[config.mk]
export PLATFORM = sky130hd
export DESIGN_NAME = rslm_ctrl
export DESIGN_NICKNAME = d
export VERILOG_FILES = /design/src/rtl/core/rslm_pkg.sv /design/src/rtl/core/rslm_ctrl.sv
export SDC_FILE = /design/constraint.sdc
export NUM_CORES = 1
export LEC_CHECK = 0
export ABC_AREA = 0
export BUFFER_PORTS_ARGS = -buffer_cell sky130_fd_sc_hd__buf_4
export CORE_MARGIN = 2
export CORE_UTILIZATION = 49
export DETAILED_ROUTE_END_ITERATION = 8
export PLACE_DENSITY = 0.78
export SLEW_MARGIN = 10
export SYNTH_ARGS = -nofsm -noshare
export SYNTH_HDL_FRONTEND = slang
export SYNTH_SLANG_ARGS = --single-unit
[constraint.sdc]
create_clock -name clk -period 2.7 [get_ports clk]
set_clock_uncertainty 0.05 [all_clocks]
set_input_delay 0.27 -clock clk [delete_from_list [all_inputs] [get_ports clk]]
set_output_delay 0.27 -clock clk [all_outputs]
set_load 0.05 [all_outputs]
[src/rtl/core/rslm_pkg.sv]
`default_nettype none
package rslm_pkg;

  localparam int CORNER_PIXELS = 2;
  localparam int CORNER_COUNT  = 2 * CORNER_PIXELS;
  localparam int K_W           = (CORNER_COUNT > 1) ? $clog2(CORNER_COUNT) : 1;

  localparam int FRAC              = 14;
  localparam int SHORT_EDGE_PIXELS = 36;
  localparam int MIN_Y_MM          = 50;
  localparam int MM_PER_METRE      = 1000;
  localparam int BLUE_STEP_MM      = 300;

  localparam logic signed [15:0] QUARTER_PI_Q13       = 16'sd6434;
  localparam logic signed [16:0] THREE_QUARTER_PI_Q13 = 17'sd19302;
  localparam logic signed [16:0] HALF_PI_Q13          = 17'sd12868;
  localparam logic signed [16:0] PI_Q13               = 17'sd25736;

  localparam logic [1:0] CFG_STRIP_PIXELS  = 2'd0;
  localparam logic [1:0] CFG_SHORT_EDGE    = 2'd1;
  localparam logic [1:0] CFG_LONG_EDGE     = 2'd2;
  localparam logic [1:0] CFG_PIXELS_PER_M  = 2'd3;

  typedef struct packed {
    logic signed [15:0] ray_angle;
    logic [15:0]        distance_mm;
    logic [7:0]         strip_offset;
    logic               scan_start;
  } in_item_t;

  typedef struct packed {
    logic [7:0] led_index;
    logic [2:0] blue_level;
    logic       last_pixel;
  } out_item_t;

  typedef struct packed {
    logic           load;
    logic           front_take;
    logic           cordic_init;
    logic           cordic_step;
    logic           mul;
    logic           sq;
    logic           sqrt_init;
    logic           sqrt_step;
    logic           side_take;
    logic           div_init;
    logic           div_step;
    logic           side_pix;
    logic           emit;
    logic           last;
    logic [4:0]     cnt;
    logic [K_W-1:0] k;
  } cmd_t;

  typedef struct packed {
    logic front;
    logic short_side;
    logic y_ok;
    logic ax_gt_short;
    logic ax_lt_long;
    logic front_new;
    logic side_new;
    logic reserved;
    logic out_free;
  } sts_t;

  function automatic logic signed [19:0] atan_q16(input logic [3:0] i);
    logic signed [19:0] v;
    case (i)
      4'd0:    v = 20'sd51472;
      4'd1:    v = 20'sd30386;
      4'd2:    v = 20'sd16055;
      4'd3:    v = 20'sd8150;
      4'd4:    v = 20'sd4091;
      4'd5:    v = 20'sd2047;
      4'd6:    v = 20'sd1024;
      4'd7:    v = 20'sd512;
      4'd8:    v = 20'sd256;
      4'd9:    v = 20'sd128;
      4'd10:   v = 20'sd64;
      4'd11:   v = 20'sd32;
      4'd12:   v = 20'sd16;
      4'd13:   v = 20'sd8;
      4'd14:   v = 20'sd4;
      default: v = 20'sd2;
    endcase
    return v;
  endfunction

  // level counts the thresholds k*300mm (k = 0..4) that the distance does not exceed
  function automatic logic [2:0] blue_of(input logic [39:0] dq);
    logic [2:0]  lvl;
    logic [39:0] step;
    lvl  = 3'd0;
    step = 40'(BLUE_STEP_MM) << FRAC;
    for (int k = 0; k < 5; k++) begin
      if (dq <= 40'(k) * step) lvl = lvl + 3'd1;
    end
    return lvl;
  endfunction

  function automatic logic is_reserved(input logic signed [17:0] idx);
    int centre [5];
    logic hit;
    centre[0] = 0;
    centre[1] = -SHORT_EDGE_PIXELS;
    centre[2] = 55;
    centre[3] = 91;
    centre[4] = 146;
    hit = 1'b0;
    for (int k = 0; k < 5; k++) begin
      if (int'(idx) >= centre[k] - CORNER_PIXELS && int'(idx) < centre[k] + CORNER_PIXELS)
        hit = 1'b1;
    end
    return hit;
  endfunction

endpackage
`default_nettype wire

[src/rtl/core/rslm_ctrl.sv]
`default_nettype none
module rslm_ctrl (
  input  wire logic            clk,
  input  wire logic            rst_n,
  input  wire logic            in_valid,
  output logic                 in_stall,
  input  wire rslm_pkg::sts_t  sts,
  output rslm_pkg::cmd_t       cmd
);

  localparam logic [3:0] ST_IDLE   = 4'd0;
  localparam logic [3:0] ST_DECODE = 4'd1;
  localparam logic [3:0] ST_CORDIC = 4'd2;
  localparam logic [3:0] ST_MUL    = 4'd3;
  localparam logic [3:0] ST_CHECK  = 4'd4;
  localparam logic [3:0] ST_SQ     = 4'd5;
  localparam logic [3:0] ST_SUM    = 4'd6;
  localparam logic [3:0] ST_SQRT   = 4'd7;
  localparam logic [3:0] ST_CORNER = 4'd8;
  localparam logic [3:0] ST_DIVI   = 4'd9;
  localparam logic [3:0] ST_DIV    = 4'd10;
  localparam logic [3:0] ST_SIDE   = 4'd11;
  localparam logic [3:0] ST_EMIT   = 4'd12;

  localparam logic [4:0] CORDIC_LAST = 5'd15;
  localparam logic [4:0] SQRT_LAST   = 5'd31;
  localparam logic [4:0] DIV_LAST    = 5'd0;
  localparam logic [rslm_pkg::K_W-1:0] K_LAST = rslm_pkg::K_W'(rslm_pkg::CORNER_COUNT - 1);

  logic [3:0]              state_r, state_nxt;
  logic [4:0]              cnt_r, cnt_nxt;
  logic [rslm_pkg::K_W-1:0] k_r, k_nxt;
  logic                    single_r, single_nxt;

  always_comb begin
    state_nxt  = state_r;
    cnt_nxt    = cnt_r;
    k_nxt      = k_r;
    single_nxt = single_r;
    cmd        = '0;
    cmd.cnt    = cnt_r;
    cmd.k      = k_r;
    cmd.last   = single_r || (k_r == K_LAST);
    in_stall   = state_r != ST_IDLE;
    case (state_r)
      ST_IDLE: begin
        if (in_valid) begin
          cmd.load  = 1'b1;
          state_nxt = ST_DECODE;
        end
      end
      ST_DECODE: begin
        if (sts.front) begin
          if (sts.front_new) begin
            cmd.front_take = 1'b1;
            single_nxt     = 1'b0;
            k_nxt          = '0;
            state_nxt      = ST_EMIT;
          end else begin
            state_nxt = ST_IDLE;
          end
        end else begin
          cmd.cordic_init = 1'b1;
          cnt_nxt         = 5'd0;
          state_nxt       = ST_CORDIC;
        end
      end
      ST_CORDIC: begin
        cmd.cordic_step = 1'b1;
        cnt_nxt         = cnt_r + 5'd1;
        if (cnt_r == CORDIC_LAST) state_nxt = ST_MUL;
      end
      ST_MUL: begin
        cmd.mul   = 1'b1;
        state_nxt = ST_CHECK;
      end
      ST_CHECK: begin
        if (!sts.y_ok) state_nxt = ST_IDLE;
        else if (sts.short_side) state_nxt = sts.ax_gt_short ? ST_SQ : ST_DIVI;
        else state_nxt = sts.ax_lt_long ? ST_DIVI : ST_IDLE;
      end
      ST_SQ: begin
        cmd.sq    = 1'b1;
        state_nxt = ST_SUM;
      end
      ST_SUM: begin
        cmd.sqrt_init = 1'b1;
        cnt_nxt       = 5'd0;
        state_nxt     = ST_SQRT;
      end
      ST_SQRT: begin
        cmd.sqrt_step = 1'b1;
        cnt_nxt       = cnt_r + 5'd1;
        if (cnt_r == SQRT_LAST) state_nxt = ST_CORNER;
      end
      ST_CORNER: begin
        if (sts.side_new) begin
          cmd.side_take = 1'b1;
          single_nxt    = 1'b0;
          k_nxt         = '0;
          state_nxt     = ST_EMIT;
        end else begin
          state_nxt = ST_IDLE;
        end
      end
      ST_DIVI: begin
        cmd.div_init = 1'b1;
        cnt_nxt      = 5'd0;
        state_nxt    = ST_DIV;
      end
      ST_DIV: begin
        cmd.div_step = 1'b1;
        cnt_nxt      = cnt_r + 5'd1;
        if (cnt_r == DIV_LAST) state_nxt = ST_SIDE;
      end
      ST_SIDE: begin
        if (!sts.reserved) begin
          cmd.side_pix = 1'b1;
          single_nxt   = 1'b1;
          k_nxt        = '0;
          state_nxt    = ST_EMIT;
        end else begin
          state_nxt = ST_IDLE;
        end
      end
      ST_EMIT: begin
        // hold the beat until the output register frees up
        if (sts.out_free) begin
          cmd.emit = 1'b1;
          if (cmd.last) state_nxt = ST_IDLE;
          else k_nxt = k_r + 1'b1;
        end
      end
      default: state_nxt = ST_IDLE;
    endcase
  end

  always_ff @(posedge clk) begin
    if (!rst_n) begin
      state_r  <= ST_IDLE;
      cnt_r    <= 5'd0;
      k_r      <= '0;
      single_r <= 1'b0;
    end else begin
      state_r  <= state_nxt;
      cnt_r    <= cnt_nxt;
      k_r      <= k_nxt;
      single_r <= single_nxt;
    end
  end

endmodule
`default_nettype wire

==> results by group, run 1 <==
Run status
  – Status: complete, no violations

Timing
  – Max-slew headroom: 0.543
  – Final period util: 0.944
  – RSZ-0062 raised after global routing: no
  – Max Clk Rate: 392 MHz
  – Final Hold Viols: 0
  – Setup TNS: 0 ns
  – Fin crit period: ~2.6 ns
  – Max-slew violations: 0
  – Setup violations, final: 0
  – Worst hold slack: between 0.15 and 0.2 ns
  – Setup ws final: 0.150 ns
  – Least-Margin Pin Slew: 0.684 ns

Route
  – DR vias/cell: 5.60
  – Detailed Route Iter0 Violations: 19
  – Avg WL per Cell: around 13 um
  – WL final: 2.58 mm
  – Detail Route met3 WL: 120 um
  – Metal-1 WL: roughly 1.2 mm
  – DR WL met2: 1.23 mm
  – Pre-Repair DR Iteration Count: 5
  – ANT nets after route: 0
  – DR top layer: met4
  – DRC violations left: 0
  – Via count: 1103

Power and ir drop
  – P_sw: roughly 0.6 mW
  – Sw Share: 0.509
  – Reg power frac: 0.259
  – Internal: roughly 0.57 mW
  – Cell Pwr Density: 871 nW/um^2
  – Overall power: 1.15 mW
  – Share of total power in combinational logic: 0.613
  – P_leak: ~0.57 nW
  – Worst IR Drop VDD: between 500 and 600 uV
  – Share of power burned in the clock network: 0.128

GRT
  – Grt total ovfl: 0
  – Largest net degree at the start of global routing: 24
  – Initial antenna violation count: 0
  – Gr usage total: 0.221
  – First-pass GRT wire length: 4.37 mm
  – Vias in the first global route: 996

CTS
  – Reg clk slew, reported paths: 0.08 ns
  – Post-CTS setup repair buffer count: 0
  – CTS Buf Count: 3
  – Clk buf depth: 2
  – Count of hold buffers inserted by post-cts repair: 0
  – Clock Latency Late Sink: 0.28 ns
  – CTS tree: yes
  – Post_cts resized: 0
  – CTS root buffer: clkbuf_4
  – Clk sinks: 12
  – H-tree depth reported by CTS: 1

Worst setup path
  – Flop2flop setup slack: 0.38 ns
  – Cell family with most CP delay: simple AND/OR/NAND/NOR gates
  – WP data required: 2.38 ns
  – WS Path Type: reg -> out
  – CP peak stage delay: 0.77 ns
  – CP startpoint kind: flip-flop
  – WP buf/inv: 2
  – Worst Path Arrival: between 2 and 2.5 ns
  – Crit-path max FO: 23
  – CP cell instances: nand2b_1, or4_1, inv_1, buf_4
  – Worst setup EP type: output pin
  – Max stage delay cell, worst path: dfxtp_1

Logic synthesis
  – EDFF count, synth: 0
  – Yosys warnings: 0
  – Syn Area/Cell: 7.40 um^2
  – Post-Syn Nets: roughly 160
  – FFs w/ async S/R, synth: 0
  – Synth Register Bits: 12
  – Synthesized area: between 1000 and 1500 um^2
  – Top FF cell, synth: dfxtp_1
  – Mapped Cells: 138
  – Unique masters post-synth: 48
  – Register area share after synthesis: 0.235

Worst hold path
  – Min-delay worst type: in -> reg

Cells and area
  – N_diodes: 0
  – Layout Nets: roughly 190
  – Finished Layout Cells: 197
  – Final instance area: 1320 um^2
  – Syn-to-layout area delta: 29.4%
  – Share of layout cells above drive strength 1: 0.265
  – Final Util: 0.673

Floorplan
  – Full die area: 2460 um^2
  – Die Wd: ~50 um
  – I/O pin total: 34
  – Rows: 16
  – Core box area: 1960 um^2
  – Starting Density: 0.520
  – Die Y: 49.6 um

Place
  – Post-place instance area: roughly 1300 um^2
  – Port bufs: 33
  – Placed Cells: 193
  – RD Place Congestion: 0.883
  – Post-place setup slack: 0.421 ns
  – Dpl hpwl: just under 2 mm

Job
  – Max_cap viols: 0
cell usage in the layout (no fill, tap or decap), drive strengths merged, types with 4 or more instances in the layout:
cell type   n
or3         5
o21ai       9
nand3b      4
nand2       6
nand2b      5
a21oi      12
inv         8
nor3b       4
clkbuf      4
dfxtp      12
ha          5
buf        36
nor3        4
nor2       19
power groups by stage:
stage	Clock [mW]	Combinational, mW	Sequential, mW
2_1_floorplan	0	0.583	0.251
3_3_place_gp	0	0.693	0.296
3_5_place_dp	0	0.700	0.300
4_1_cts	0.152	0.703	0.296
5_1_grt	0.160	0.762	0.309
6_report	0.147	0.705	0.298
cell usage after synthesis (2+ instances only):
library cell | n | area [um^2]
a21oi_1 | 12 | 60.1
and3_1 | 2 | 12.5
buf_2 | 2 | 10.0
clkbuf_1 | 4 | 15.0
dfxtp_1 | 12 | 240
ha_1 | 5 | 62.6
inv_1 | 7 | 26.3
mux2i_1 | 2 | 20.0
nand2_1 | 6 | 22.5
nand2b_1 | 5 | 31.3
nand3_1 | 2 | 10.0
nand3b_1 | 4 | 30.0
nor2_1 | 19 | 71.3
nor2b_1 | 2 | 12.5
nor3_1 | 4 | 20.0
nor3b_1 | 4 | 30.0
nor4_1 | 2 | 12.5
o21ai_0 | 9 | 45.0
o31a_1 | 2 | 17.5
or3_1 | 5 | 31.3
cell type report:
cell class / count / area [um^2]
multi-input cells: 109 / 707
fillers: 185 / 641
repair buffers: 36 / 270
flip-flops and latches: 12 / 240
clock buffers: 4 / 36.3
inverters: 9 / 33.8
well taps: 27 / 33.8
registers in the layout, indices dropped and copies added (netlist names):
signal,flops
single_r,1
state_r,4
cnt_r,5
k_r,2
worst reg2reg max path, cell delays in order, from the launching register on:
cell,delay (ns)
dfxtp_1,0.77
nand2b_1,0.33
a311o_1,0.43
a2111oi_4,0.36
mux2i_1,0.22
nor2_1,0.05
routing by layer:
metal / vias up / global-route usage
met5: - / 0
met4: 0 / 0.0556
met3: 2 / 0.0242
met2: 26 / 0.387
met1: 503 / 0.286
li1: 572 / -
final timing paths:
path                                               from                      end  cells past startpoint
worst min-delay path                              rst_n  state_r[2]$_SDFFE_PN0P_                      2
worst min register to register      k_r[1]$_SDFFE_PN0P_      k_r[1]$_SDFFE_PN0P_                      2
worst max register to register  state_r[0]$_SDFFE_PN0P_      k_r[0]$_SDFFE_PN0P_                      5
worst max-delay path            state_r[0]$_SDFFE_PN0P_                  cmd[19]                      4
cells by family after synthesis:
group / count (synthesis) / share of synthesized area
AO/OA/AOI/OAI: 37 / 0.251
adder cells (fa/ha/maj): 5 / 0.0613
multiplexers: 2 / 0.0196
buffers and inverters: 17 / 0.0723
AND/OR/NAND/NOR: 65 / 0.360
flip-flops: 12 / 0.235
Note: power is estimated with default switching activity, not from simulation.
==> inputs of run 2 (changes only) <==
--- a/config.mk
+++ b/config.mk
@@ -7,6 +7,7 @@
 export LEC_CHECK = 0
 export ABC_AREA = 0
 export BUFFER_PORTS_ARGS = -buffer_cell sky130_fd_sc_hd__buf_4
+export CORE_ASPECT_RATIO = 0.9
 export CORE_MARGIN = 2
 export CORE_UTILIZATION = 49
 export DETAILED_ROUTE_END_ITERATION = 8
==> run 2 against run 1 <==
Effect of this change: via count up 5.0%; die area about the same; clock power barely moved; first-iteration DRC count rose by 140%; register-to-register slack got worse by 0.08 ns; global-route usage is 2.2 points higher; worst hold slack improved by 0.0093 ns; worst setup slack improved by 0.11 ns; utilization is 0.55 points higher; largest cell class unchanged; highest routed layer unchanged.
==> results by group, run 2 (same netlist as run 1, synthesis figures left out) <==
Worst setup path
  – Reg2Reg Depth: 5
  – CP startpoint kind: flip-flop
  – Cell family with most CP delay: flip-flops
  – Worst setup EP type: output pin
  – WS Path Type: reg -> out
  – WP buf/inv: 1
  – Max stage delay cell, worst path: dfxtp_1
  – WP depth: 4
  – Crit-path max FO: 25
  – WP data required: 2.38 ns
  – CP peak stage delay: 0.82 ns
  – Worst Path Arrival: 2.12 ns
  – CP cell instances: nand2b_1, nor3b_1, and2_1, buf_4

Cells and area
  – Finished Layout Cells: 194
  – FILL cells: 171
  – Biggest regs: cnt_r (5), state_r (4), k_r (2)
  – Final instance area: ~1300 um^2
  – Commonest non-fill, non-tap cell in the layout: buf_4
  – Layout Nets: about 190
  – Largest register FFs: 5
  – Syn-to-layout area delta: 28.6%
  – Most frequent cells in the layout: 35 x buf_4, 19 x nor2_1, 12 x a21oi_1
  – Share of layout cells above drive strength 1: 0.266
  – Top reg by flops: cnt_r
  – N_diodes: 0

CTS
  – CTS tree: yes
  – Count of hold buffers inserted by post-cts repair: 0
  – Clk sinks: 12
  – CTS root buffer: clkbuf_4
  – CTS Buf Count: 3
  – Clk buf depth: 2
  – H-tree depth reported by CTS: 1
  – Reg clk slew, reported paths: 0.08 ns
  – Clock Latency Late Sink: 0.28 ns

Power and ir drop
  – Internal: roughly 0.56 mW
  – Share of total power in combinational logic: 0.606
  – Cell Pwr Density: approximately 880 nW/um^2
  – Overall power: 1.16 mW
  – Reg power frac: 0.266
  – Sw Share: 0.514
  – P_sw: 0.595 mW
  – Share of power burned in the clock network: 0.128
  – Worst IR Drop VDD: 495 uV
  – P_leak: 0.570 nW

GRT
  – Vias in the first global route: about 1100
  – First-pass GRT wire length: 4.47 mm
  – Largest net degree at the start of global routing: 26
  – Initial antenna violation count: 0
  – Gr usage total: 0.243
  – Grt total ovfl: 0

Floorplan
  – Core box area: 1930 um^2
  – Starting Density: 0.528
  – Die Y: 47.3 um
  – I/O pin total: 34
  – Rows: 15
  – Die Wd: around 52 um
  – Full die area: approximately 2500 um^2

Route
  – Avg WL per Cell: 14.4 um
  – DR vias/cell: 5.97
  – ANT nets after route: 0
  – WL final: 2.80 mm
  – Via count: approximately 1200
  – Detailed Route Iter0 Violations: between 40 and 50
  – DRC violations left: 0
  – Pre-Repair DR Iteration Count: 4

Timing
  – Final Hold Viols: 0
  – RSZ-0062 raised after global routing: no
  – Max-slew violations: 0
  – Fin crit period: ~2.4 ns
  – Setup violations, final: 0
  – Max Clk Rate: about 400 MHz
  – Least-Margin Pin Slew: roughly 0.76 ns
  – Setup TNS: 0 ns
  – Max-slew headroom: 0.492
  – Final period util: 0.904

Place
  – Post-place instance area: about 1300 um^2
  – Port bufs: 33
  – Placed Cells: 190
  – RD Place Congestion: 0.866
  – Dpl hpwl: 2.07 mm

Job
  – Max_cap viols: 0

Worst hold path
  – Hold path depth: 2
  – Min-delay worst type: in -> reg

Run status
  – Status: complete, no violations
[run 2: changes by cell type in the layout (fill, tap and decap cells not counted), sizes merged]
| cell | before | now |
|---|---|---|
| buf | 36 | 35 |
[run 2: metrics by stage]
stage | hold WS, ns | util | setup WS (ns)
floorplan | 0.348 | - | 0.115
global placement | 0.424 | 0.660 | 0.404
detailed placement | 0.427 | 0.660 | 0.358
CTS | 0.196 | 0.678 | 0.166
global route | 0.210 | 0.679 | 0.110
finish | 0.198 | 0.679 | 0.260
[run 2: per-layer routing]
metal | track usage | vias up | part of all wire
met4 | 0.0947 | 0 | 0.010
met2 | 0.423 | 43 | 0.47
li1 | - | 566 | -
met5 | 0 | - | 0
met3 | 0.0318 | 5 | 0.063
met1 | 0.310 | 544 | 0.45
[run 2: path summary, 6_finish.rpt]
| path | from | slack (ns) | end |
|---|---|---|---|
| setup reg to reg | state_r[3]$_SDFFE_PN0P_ | 0.30 | k_r[0]$_SDFFE_PN0P_ |
| hold reg to reg | k_r[1]$_SDFFE_PN0P_ | 0.44 | k_r[1]$_SDFFE_PN0P_ |
| hold / removal | rst_n | 0.20 | state_r[2]$_SDFFE_PN0P_ |
| setup / recovery | state_r[3]$_SDFFE_PN0P_ | 0.26 | cmd[8] |
[run 2: layout make-up]
class | instances | area [um^2] | area share
multi-input cells | 109 | 707 | 0.539
flip-flops and latches | 12 | 241 | 0.184
clock buffers | 4 | 36.3 | 0.0276
repair buffers | 35 | 263 | 0.200
well taps | 25 | 31.3 | 0.0238
inverters | 9 | 33.8 | 0.0257
[run 2: power by group through the flow]
stage               clock network (mW)  logic [mW]  registers (mW)
floorplan                            0       0.583           0.251
global placement                     0       0.685           0.303
detailed placement                   0       0.696           0.308
CTS                              0.150       0.698           0.303
global route                     0.157       0.757           0.319
finish                           0.148       0.700           0.308
[run 2: repair_timing]
item | in CTS | in global routing
setup buffers | 0 | 0
setup endpoints to repair | 0 | 1
gates resized for setup | 0 | 1
==> inputs of run 3 (changes only) <==
--- a/config.mk
+++ b/config.mk
@@ -7,7 +7,7 @@
 export LEC_CHECK = 0
 export ABC_AREA = 0
 export BUFFER_PORTS_ARGS = -buffer_cell sky130_fd_sc_hd__buf_4
-export CORE_ASPECT_RATIO = 0.9
+export CORE_ASPECT_RATIO = 1.4
 export CORE_MARGIN = 2
 export CORE_UTILIZATION = 49
 export DETAILED_ROUTE_END_ITERATION = 8
==> run 3 against run 2 <==
Effect of this change: power shrank 3.6%; fmax down 0.60%; clock-buffer cell count down 1; critical endpoint is now cmd[19]; largest cell class unchanged; largest power group unchanged.
==> results by group, run 3 (same netlist as run 1, synthesis figures left out) <==
Timing
  – Max-slew headroom: 0.497
  – Setup violations, final: 0
  – RSZ-0062 raised after global routing: no
  – Max Clk Rate: 407 MHz
  – Final Hold Viols: 0
  – Least-Margin Pin Slew: 0.746 ns
  – Setup TNS: 0 ns
  – Max-slew violations: 0
  – Worst hold slack: approximately 0.21 ns
  – Fin crit period: 2.46 ns
  – Final period util: 0.909

Cells and area
  – Layout Nets: between 150 and 200
  – Most frequent cells in the layout: 36 x buf_4, 19 x nor2_1, 12 x a21oi_1, 12 x dfxtp_1, 9 x o21ai_0
  – FF+latch area: ~240 um^2
  – Syn-to-layout area delta: 27.3%
  – Commonest non-fill, non-tap cell in the layout: buf_4
  – Final instance area: 1300 um^2
  – Biggest regs: cnt_r (5), state_r (4), k_r (2)
  – Largest register FFs: 5
  – Share of layout cells above drive strength 1: 0.260
  – FILL cells: 190
  – Top reg by flops: cnt_r
  – Area occupied by multi-input gates: ~700 um^2
  – Finished Layout Cells: 190
  – N_diodes: 0

Route
  – Avg WL per Cell: roughly 15 um
  – ANT nets after route: 0
  – WL final: 2.79 mm
  – DRC violations left: 0
  – Pre-Repair DR Iteration Count: 4
  – Detailed Route Iter0 Violations: 24
  – DR vias/cell: 5.98
  – Via count: 1136

Place
  – Placed Cells: between 150 and 200
  – Port bufs: 33
  – RD Place Congestion: between 0.8 and 0.9
  – Dpl hpwl: 2.20 mm
  – Post-place instance area: 1280 um^2

Power and ir drop
  – Worst IR Drop VDD: 534 uV
  – Cell Pwr Density: 857 nW/um^2
  – P_leak: 0.567 nW

CTS
  – Post_cts resized: 0
  – H-tree depth reported by CTS: 1
  – CTS Buf Count: 3
  – Post-CTS setup repair buffer count: 0
  – Reg clk slew, reported paths: ~0.07 ns
  – CTS tree: yes
  – Clk buf depth: 2
  – CTS root buffer: clkbuf_4
  – Clk sinks: 12
  – Clock Latency Late Sink: 0.26 ns
  – Count of hold buffers inserted by post-cts repair: 0

Floorplan
  – Die Wd: 42.6 um
  – Full die area: approximately 2500 um^2
  – Core box area: just under 2000 um^2
  – I/O pin total: 34
  – Rows: 19
  – Starting Density: 0.517
  – Die Y: about 58 um

GRT
  – Gr usage total: 0.242
  – Vias in the first global route: 1091
  – Initial antenna violation count: 0
  – Grt total ovfl: 0
  – First-pass GRT wire length: 4.64 mm
  – Largest net degree at the start of global routing: 27

Job
  – Max_cap viols: 0

Worst setup path
  – Crit-path max FO: 18
  – Worst Path Arrival: about 2.1 ns
  – CP startpoint kind: flip-flop
  – Worst setup EP type: output pin
  – WS Path Type: reg -> out
  – WP data required: roughly 2.4 ns

Worst hold path
  – Min-delay worst type: in -> reg

Run status
  – Status: complete, no violations
-- run 3: cell count changes in the layout (fill, tap and decap cells not counted) --
cell	change
buf_4	+1
dfxtp_1	+1
dfxtp_2	-1
clkbuf_8	-1
-- run 3: path summary, 6_finish.rpt --
| kind | from | endpoint | slack, ns | depth (start not counted) |
|---|---|---|---|---|
| worst min register to register | k_r[1]$_SDFFE_PN0P_ | k_r[1]$_SDFFE_PN0P_ | 0.45 | 2 |
| worst max register to register | state_r[3]$_SDFFE_PN0P_ | cnt_r[1]$_SDFFE_PN0P_ | 0.39 | 6 |
| worst max-delay path | state_r[3]$_SDFFE_PN0P_ | cmd[19] | 0.24 | 5 |
| worst min-delay path | rst_n | state_r[2]$_SDFFE_PN0P_ | 0.21 | 2 |
-- run 3: layer usage --
| layer | vias to the layer above | track usage | part of all wire |
|---|---|---|---|
| li1 | 568 | - | - |
| met4 | 0 | 0.103 | 0.013 |
| met3 | 4 | 0.0218 | 0.045 |
| met1 | 535 | 0.256 | 0.40 |
| met5 | - | 0 | 0 |
| met2 | 29 | 0.473 | 0.54 |
-- run 3: report_power, final --
part	internal, mW	switching (mW)
Sequential	0.202	0.0945
Clock	0.0514	0.0532
Combinational	0.283	0.430
Total	0.536	0.578
-- run 3: cell type report --
type	instances	share of cell area
clock buffers	3	0.0173
inverters	9	0.0260
multi-input cells	109	0.544
flip-flops and latches	12	0.185
well taps	21	0.0202
repair buffers	36	0.208
-- run 3: stage by stage --
stage / util / power, mW / setup WS [ns]
after floorplan: - / 0.833 / 0.115
after detailed placement: 0.647 / 1.01 / 0.451
after global routing: 0.659 / 1.19 / 0.159
after CTS: 0.659 / 1.11 / 0.269
final: 0.659 / 1.11 / 0.245
after global placement: 0.647 / 0.995 / 0.516
-- run 3: critical path: stages, from the launching register on --
cell	delay, ns
dfxtp_1	0.50
buf_4	0.26
nand2b_1	0.26
or4_1	0.58
inv_1	0.08
buf_4	0.19
